--- config.mk ---
export PLATFORM = sky130hd
export DESIGN_NAME = aavr_cordic_cell
export DESIGN_NICKNAME = d
export VERILOG_FILES = /design/src/hw/rtl/axis_angle_vector_rotation_core_defines.svh /design/src/hw/rtl/aavr_pkg.sv /design/src/hw/rtl/aavr_cordic_cell.sv
export SDC_FILE = /design/constraint.sdc
export NUM_CORES = 1
export LEC_CHECK = 0
export BUFFER_PORTS_ARGS = -buffer_cell sky130_fd_sc_hd__buf_2
export CORE_MARGIN = 2
export CORE_UTILIZATION = 49
export DETAILED_ROUTE_END_ITERATION = 8
export GPL_ROUTABILITY_DRIVEN = 0
export PLACE_DENSITY = 0.78
export SLEW_MARGIN = 20
export SYNTH_ARGS = -nofsm -noshare
export SYNTH_HDL_FRONTEND = slang
export SYNTH_SLANG_ARGS = --single-unit
export TNS_END_PERCENT = 10
--- constraint.sdc ---
create_clock -name clk -period 3.25 [get_ports clk]
set_input_delay 0.4875 -clock clk [delete_from_list [all_inputs] [get_ports clk]]
set_output_delay 0.4875 -clock clk [all_outputs]
set_load 0.05 [all_outputs]
--- src/hw/rtl/axis_angle_vector_rotation_core_defines.svh ---
// Assertion macros for the axis-angle rotation core.
// Used by axis_angle_vector_rotation_core; expects clk and rst_n in scope.
`ifndef AXIS_ANGLE_VECTOR_ROTATION_CORE_DEFINES_SVH
`define AXIS_ANGLE_VECTOR_ROTATION_CORE_DEFINES_SVH
`ifndef NO_ASSERTIONS
`define AAVR_ASSERT(lbl, prop, msg) \
  lbl: assert property (@(posedge clk) disable iff (!rst_n) prop) else $error(msg);
`define AAVR_ASSERT_ALWAYS(lbl, prop, msg) \
  lbl: assert property (@(posedge clk) prop) else $error(msg);
`else
`define AAVR_ASSERT(lbl, prop, msg)
`define AAVR_ASSERT_ALWAYS(lbl, prop, msg)
`endif
`endif

--- src/hw/rtl/aavr_pkg.sv ---
// Shared constants, types and width helpers for the axis-angle rotation core.
// No dependencies.
`default_nettype none
package aavr_pkg;

  localparam int FRAC_BITS_DEF  = 14;
  localparam int ANGLE_BITS_DEF = 16;
  localparam int AXIS_W         = 16;
  localparam int VEC_W          = 18;
  localparam int ANG_W          = 16;
  localparam int OUT_W          = 18;
  localparam int CORDIC_STEPS   = 30;
  localparam int CORDIC_W       = 33;
  localparam int PROJ_STAGES    = 5;
  localparam int QW             = AXIS_W + VEC_W + 2 + AXIS_W;

  localparam logic signed [CORDIC_W-1:0] CORDIC_GAIN = 33'sd652032874;
  localparam logic signed [OUT_W-1:0]    OUT_MAX     = 18'sd131071;
  localparam logic signed [OUT_W-1:0]    OUT_MIN     = -18'sd131072;

  typedef struct packed {
    logic signed [CORDIC_W-1:0] x;
    logic signed [CORDIC_W-1:0] y;
    logic signed [CORDIC_W-1:0] z;
    logic [1:0]                 quad;
  } cordic_t;

  function automatic int imax(int a, int b);
    return (a > b) ? a : b;
  endfunction

  function automatic int v0_w(int f);
    return imax(QW, 2 * f) + 2 - 2 * f;
  endfunction

  function automatic int v1_w(int f);
    return imax(v0_w(f), VEC_W) + 1;
  endfunction

  function automatic int x_w(int f);
    return AXIS_W + v1_w(f) + 1;
  endfunction

  function automatic int v2_w(int f);
    return x_w(f) + 1 - f;
  endfunction

  function automatic int cs_w(int f);
    return f + 2;
  endfunction

  // atan(2^-i), 2^32 units per turn
  function automatic logic signed [CORDIC_W-1:0] atan_turns(int i);
    logic signed [CORDIC_W-1:0] r;
    case (i)
      0:  r = 33'sh020000000;
      1:  r = 33'sh012E4051D;
      2:  r = 33'sh009FB385B;
      3:  r = 33'sh0051111D4;
      4:  r = 33'sh0028B0D43;
      5:  r = 33'sh00145D7E1;
      6:  r = 33'sh000A2F61E;
      7:  r = 33'sh000517C55;
      8:  r = 33'sh00028BE53;
      9:  r = 33'sh000145F2E;
      10: r = 33'sh0000A2F98;
      11: r = 33'sh0000517CC;
      12: r = 33'sh000028BE6;
      13: r = 33'sh0000145F3;
      14: r = 33'sh000000A2F9;
      15: r = 33'sh00000517C;
      16: r = 33'sh0000028BE;
      17: r = 33'sh00000145F;
      18: r = 33'sh000000A2F;
      19: r = 33'sh000000517;
      20: r = 33'sh00000028B;
      21: r = 33'sh000000145;
      22: r = 33'sh0000000A2;
      23: r = 33'sh000000051;
      24: r = 33'sh000000028;
      25: r = 33'sh000000014;
      26: r = 33'sh00000000A;
      27: r = 33'sh000000005;
      28: r = 33'sh000000002;
      29: r = 33'sh000000001;
      default: r = '0;
    endcase
    return r;
  endfunction

endpackage
`default_nettype wire

--- src/hw/rtl/aavr_cordic_cell.sv ---
// One CORDIC rotation step, registered; cells chain into the sine/cosine pipe.
// Depends on aavr_pkg.
`default_nettype none
module aavr_cordic_cell #(
  parameter int IDX = 0
) (
  input  logic              clk,
  input  aavr_pkg::cordic_t d_in,
  output aavr_pkg::cordic_t d_out
);
  import aavr_pkg::*;

  cordic_t d_r, d_nxt;

  always_comb begin
    d_nxt.quad = d_in.quad;
    if (d_in.z >= 0) begin
      d_nxt.x = d_in.x - (d_in.y >>> IDX);
      d_nxt.y = d_in.y + (d_in.x >>> IDX);
      d_nxt.z = d_in.z - atan_turns(IDX);
    end else begin
      d_nxt.x = d_in.x + (d_in.y >>> IDX);
      d_nxt.y = d_in.y - (d_in.x >>> IDX);
      d_nxt.z = d_in.z + atan_turns(IDX);
    end
  end

  always_ff @(posedge clk) begin
    d_r <= d_nxt;
  end

  assign d_out = d_r;
endmodule
`default_nettype wire

**Word-level counts from Yosys, hierarchy flattened**

Index checks and enable logic that the tools add are counted.

- Div/mod/pow operators: 0
- Shifts and indexed selects: 0
- Equality and inequality tests: 0
- Order comparisons: 1
- Multiplexer cells: 1
- Bitwise logic cells: 0
- Add/subtract/negate cells: 5
- $mul: 0
- Reduce and logical (&&, ||, !) cells: 0

Operators by type and width:

| cell | count |
|---|---|
| 99-bit two-way mux | 1 |
| 33-bit subtractor | 2 |
| 33-bit by 31-bit adder with 33-bit output, second input constant | 1 |
| 33-bit adder | 1 |
| 33-bit by 1-bit greater-or-equal comparator with 1-bit output, second input constant | 1 |
| 33-bit by 31-bit subtractor with 33-bit output, second input constant | 1 |

- ROM bits: 0
- Bits of input ports: 102
- Memories kept: 0
- RAM bits: 0
- Output and inout port bits: 101
- Latch bits: 0
- Register bits: 101

**Depth between registers and ports, before layout**

- Word-level depth: 2
- Mapped depth: 13
- Gate-level depth less buffers: 12

**Worst setup path before layout**

OpenSTA, ideal clock, no wires.

- Kind: input port to flip-flop
- Start: in d_in[35] in the netlist's numbering
- End: reg d_r (netlist bit d_out[59])
- Path buffers: 0
- Stages on the path: 11
- Slack: 191 ps
- Arrival: 2987 ps
- Path through: ha_1 > fa_1 > nor2b_1 > o311ai_1 > a21oi_2 > a221oi_2 > o31ai_1 > a2111oi_0 > nor3_1 > o21ai_0 > xnor2_1

RTL lines:

| item | RTL line | text |
|---|---|---|
| start, declared | aavr_cordic_cell.sv:8 | `input aavr_pkg::cordic_t d_in,` |
| end signal, assigned | aavr_cordic_cell.sv:29 | `d_r <= d_nxt;` |
| end, declared | aavr_cordic_cell.sv:13 | `cordic_t d_r, d_nxt;` |

==> impl_metrics.py <==
metrics = {
    "worst_setup_path": {
        "cp.required_ps": 3470,
        "end_kind": "flip-flop",
        "cp_data_arrival_time_ps": 3420,
        "worst-path-buf-inv": 3,
        "critPathTopFamily": "compound AO/OA/AOI/OAI gates",
        "path_max_fanout": 4,
        "crit_top_cell": "buf_4",
        "cp_slowest_cell": "fa_1",
        "cp_cell_sequence": "buf_2 > ha_1 > fa_1 > nor2b_1 > o311ai_1 > buf_4 > a21oi_4 > a221oi_2 > buf_4 > o41a_1 > o31ai_1 > a211oi_1 > o21ai_0 > xnor2_1",
        "slowest_delay_ps": 400,
        "worstSetupPathType": "primary input to flip-flop",
        "startpoint_type": "primary input",
    },
    "power": {
        "power.density_mw_per_mm2": 509,
        "leakage_nw": 5.07,
        "ir_worst_vdd_mv": 0.343,
    },
    "sta": {
        "slew_viol_final": 0,
        "relSlewSlack_pct": 49.9,
        "finalHoldWorstSlack_ps": 236,
        "clock.fmax_ghz": 0.313,
        "setup_viol": 0,
        "worst_slew_pin_slew_ps": 747,
        "finalCriticalPeriod_ps": 3190,
        "final_hold_viol_count": 0,
        "finalCritPeriodShare_pct": 98.3,
        "rsz0062_at_grt": "true",
    },
    "global_routing": {
        "overflow": 0,
        "grt_pass1_vias": 8077,
        "grt_pass1_wl_um": 40200,
        "antenna_found_initial": 1,
        "grt_util_all_layers_pct": 28.4,
        "grt_max_degree": 62,
    },
    "logic_synthesis": {
        "syn-num-nets": 1198,
        "yosysTopAreaCell": "dfxtp_1",
        "yosysUniqueCellTypes": 74,
        "netlist_instances": 985,
        "synth-warning-count": 0,
        "ys_ff_latch": 100,
        "synth_area_per_cell_sq_um": 8.11,
        "synth_edf_count": 0,
        "ys_seq_area_share_pct": 25.1,
        "yosysTopAreaCellShare_pct": 25.1,
        "async_flop_share_pct": 0,
        "synth_area_sq_mm": 0.00799,
        "yosys_most_used_dff": "dfxtp_1",
        "synth.area.top_cells": "dfxtp_1, ha_1, a21oi_1, xnor2_1, inv_1",
    },
    "cells_and_area": {
        "final_common_cell": "buf_2",
        "fin_cells": 1488,
        "drive_gt1_share_pct": 27.7,
        "syn_to_final_growth_pct": 27.3,
        "largest_reg_flops": 100,
        "fin_nets": 1479,
        "final_cell_mix": "buf_2, a21oi_1, buf_4",
    },
    "clock_tree": {
        "post-cts-setup-buffers": 0,
        "clk_pin_slew_ps": 80,
        "htree_levels": 3,
        "clockBufferDepth": 2,
        "cts_tree": "done",
        "clock-root-buffer": "clkbuf_16",
        "cts_resized": 0,
        "numCtsBuffers": 9,
        "postCtsHoldBufs": 0,
        "clkSinkCount": 100,
    },
    "run": {
        "drv_cap": 0,
    },
    "detailed_routing": {
        "ant_nets": 0,
        "drc": 0,
        "drt_iter0_drc": 845,
        "drt-total-wl_um": 25400,
        "firstDrtPassIters": 7,
        "wl_per_cell_um": 17.0,
        "num_vias": 8418,
        "viasPerCell": 5.66,
    },
    "floorplan": {
        "io_pins": 203,
        "die_w_um": 132,
        "dieArea_sq_mm": 0.0173,
        "die_h_um": 132,
        "initial_core_util_pct": 50.3,
        "rows": 46,
        "core_sq_mm": 0.0159,
    },
    "place": {
        "port_buffers": 202,
        "dpl.hpwl_um": 20700,
        "placed_cells": 1471,
    },
    "run_status": {
        "status": "completed",
    },
    "worst_hold_path": {
        "hold_path_class": "primary input to flip-flop",
    },
}
==> cells in the mapped netlist, types with 6 or more instances <==
library cell / n
o31ai_1: 6
nor4_1: 8
clkbuf_8: 9
a21oi_1: 120
nor2b_1: 15
clkinv_1: 7
nand3_1: 13
nand4_1: 10
dfxtp_1: 100
nor2_1: 84
ha_1: 107
o31a_1: 6
a211oi_1: 13
xor2_1: 10
o211ai_1: 9
inv_1: 91
o21a_1: 8
a31oi_1: 8
xnor2_1: 54
o21ai_0: 58
nand2_1: 46
clkbuf_1: 24
mux2i_1: 14
nor3_1: 21
a21o_1: 28
o21bai_1: 21
==> worst paths after layout <==
check	start	end	slack, ps	depth (start not counted)
min	d_in[13]	d_out[13]	240	1
max	d_in[35]	d_out[67]	60	14
==> layer usage <==
metal,wire (um),global-route usage (%),up-vias
met2,11700,46.7,498
met3,2500,5.90,94
met5,0,0,-
met1,9950,34.8,3826
met4,1230,15.0,0
li1,-,-,4000
==> through the flow <==
stage | cell area, sq um | utilization, % | setup TNS, ps | setup slack (ps) | power [mW]
after global routing | 10200 | 64.0 | -194 | -77.3 | 5.40
after floorplan | 7990 | - | 0 | 191 | 3.24
after global placement | 9820 | 61.8 | -1520 | -232 | 3.96
after CTS | 10100 | 63.9 | 0 | 33.8 | 5.16
after detailed placement | 9820 | 61.8 | -3030 | -305 | 3.99
final | 10200 | 64.0 | 0 | 56.8 | 5.17
==> report_power, final <==
part	total (mW)	internal, mW	switching (mW)
registers	1.51	1.45	0.0656
clock network	1.17	0.625	0.540
logic	2.50	0.780	1.72
==> cell type report <==
class                   count  area [sq um]
fillers                  1406          5720
multi-input cells         742          5340
flip-flops and latches    100          2000
repair buffers            315          1860
inverters                  98           368
well taps                 216           270
clock buffers               9           225
clock inverters             7          97.6
diodes                      1          2.50
==> cell families (layout without fill, tap and decap cells) <==
family	count (synthesis)	in the layout	share of synthesized area [%]
AO/OA/AOI/OAI	330	330	26.9
XOR/XNOR	64	64	7.02
adder cells (fa/ha/maj)	111	111	17.8
buffers and inverters	143	429	8.26
flip-flops	100	100	25.1
multiplexers	14	14	1.75
other	0	1	0
AND/OR/NAND/NOR	223	223	13.2
Power figures use the tool's default switching activity.
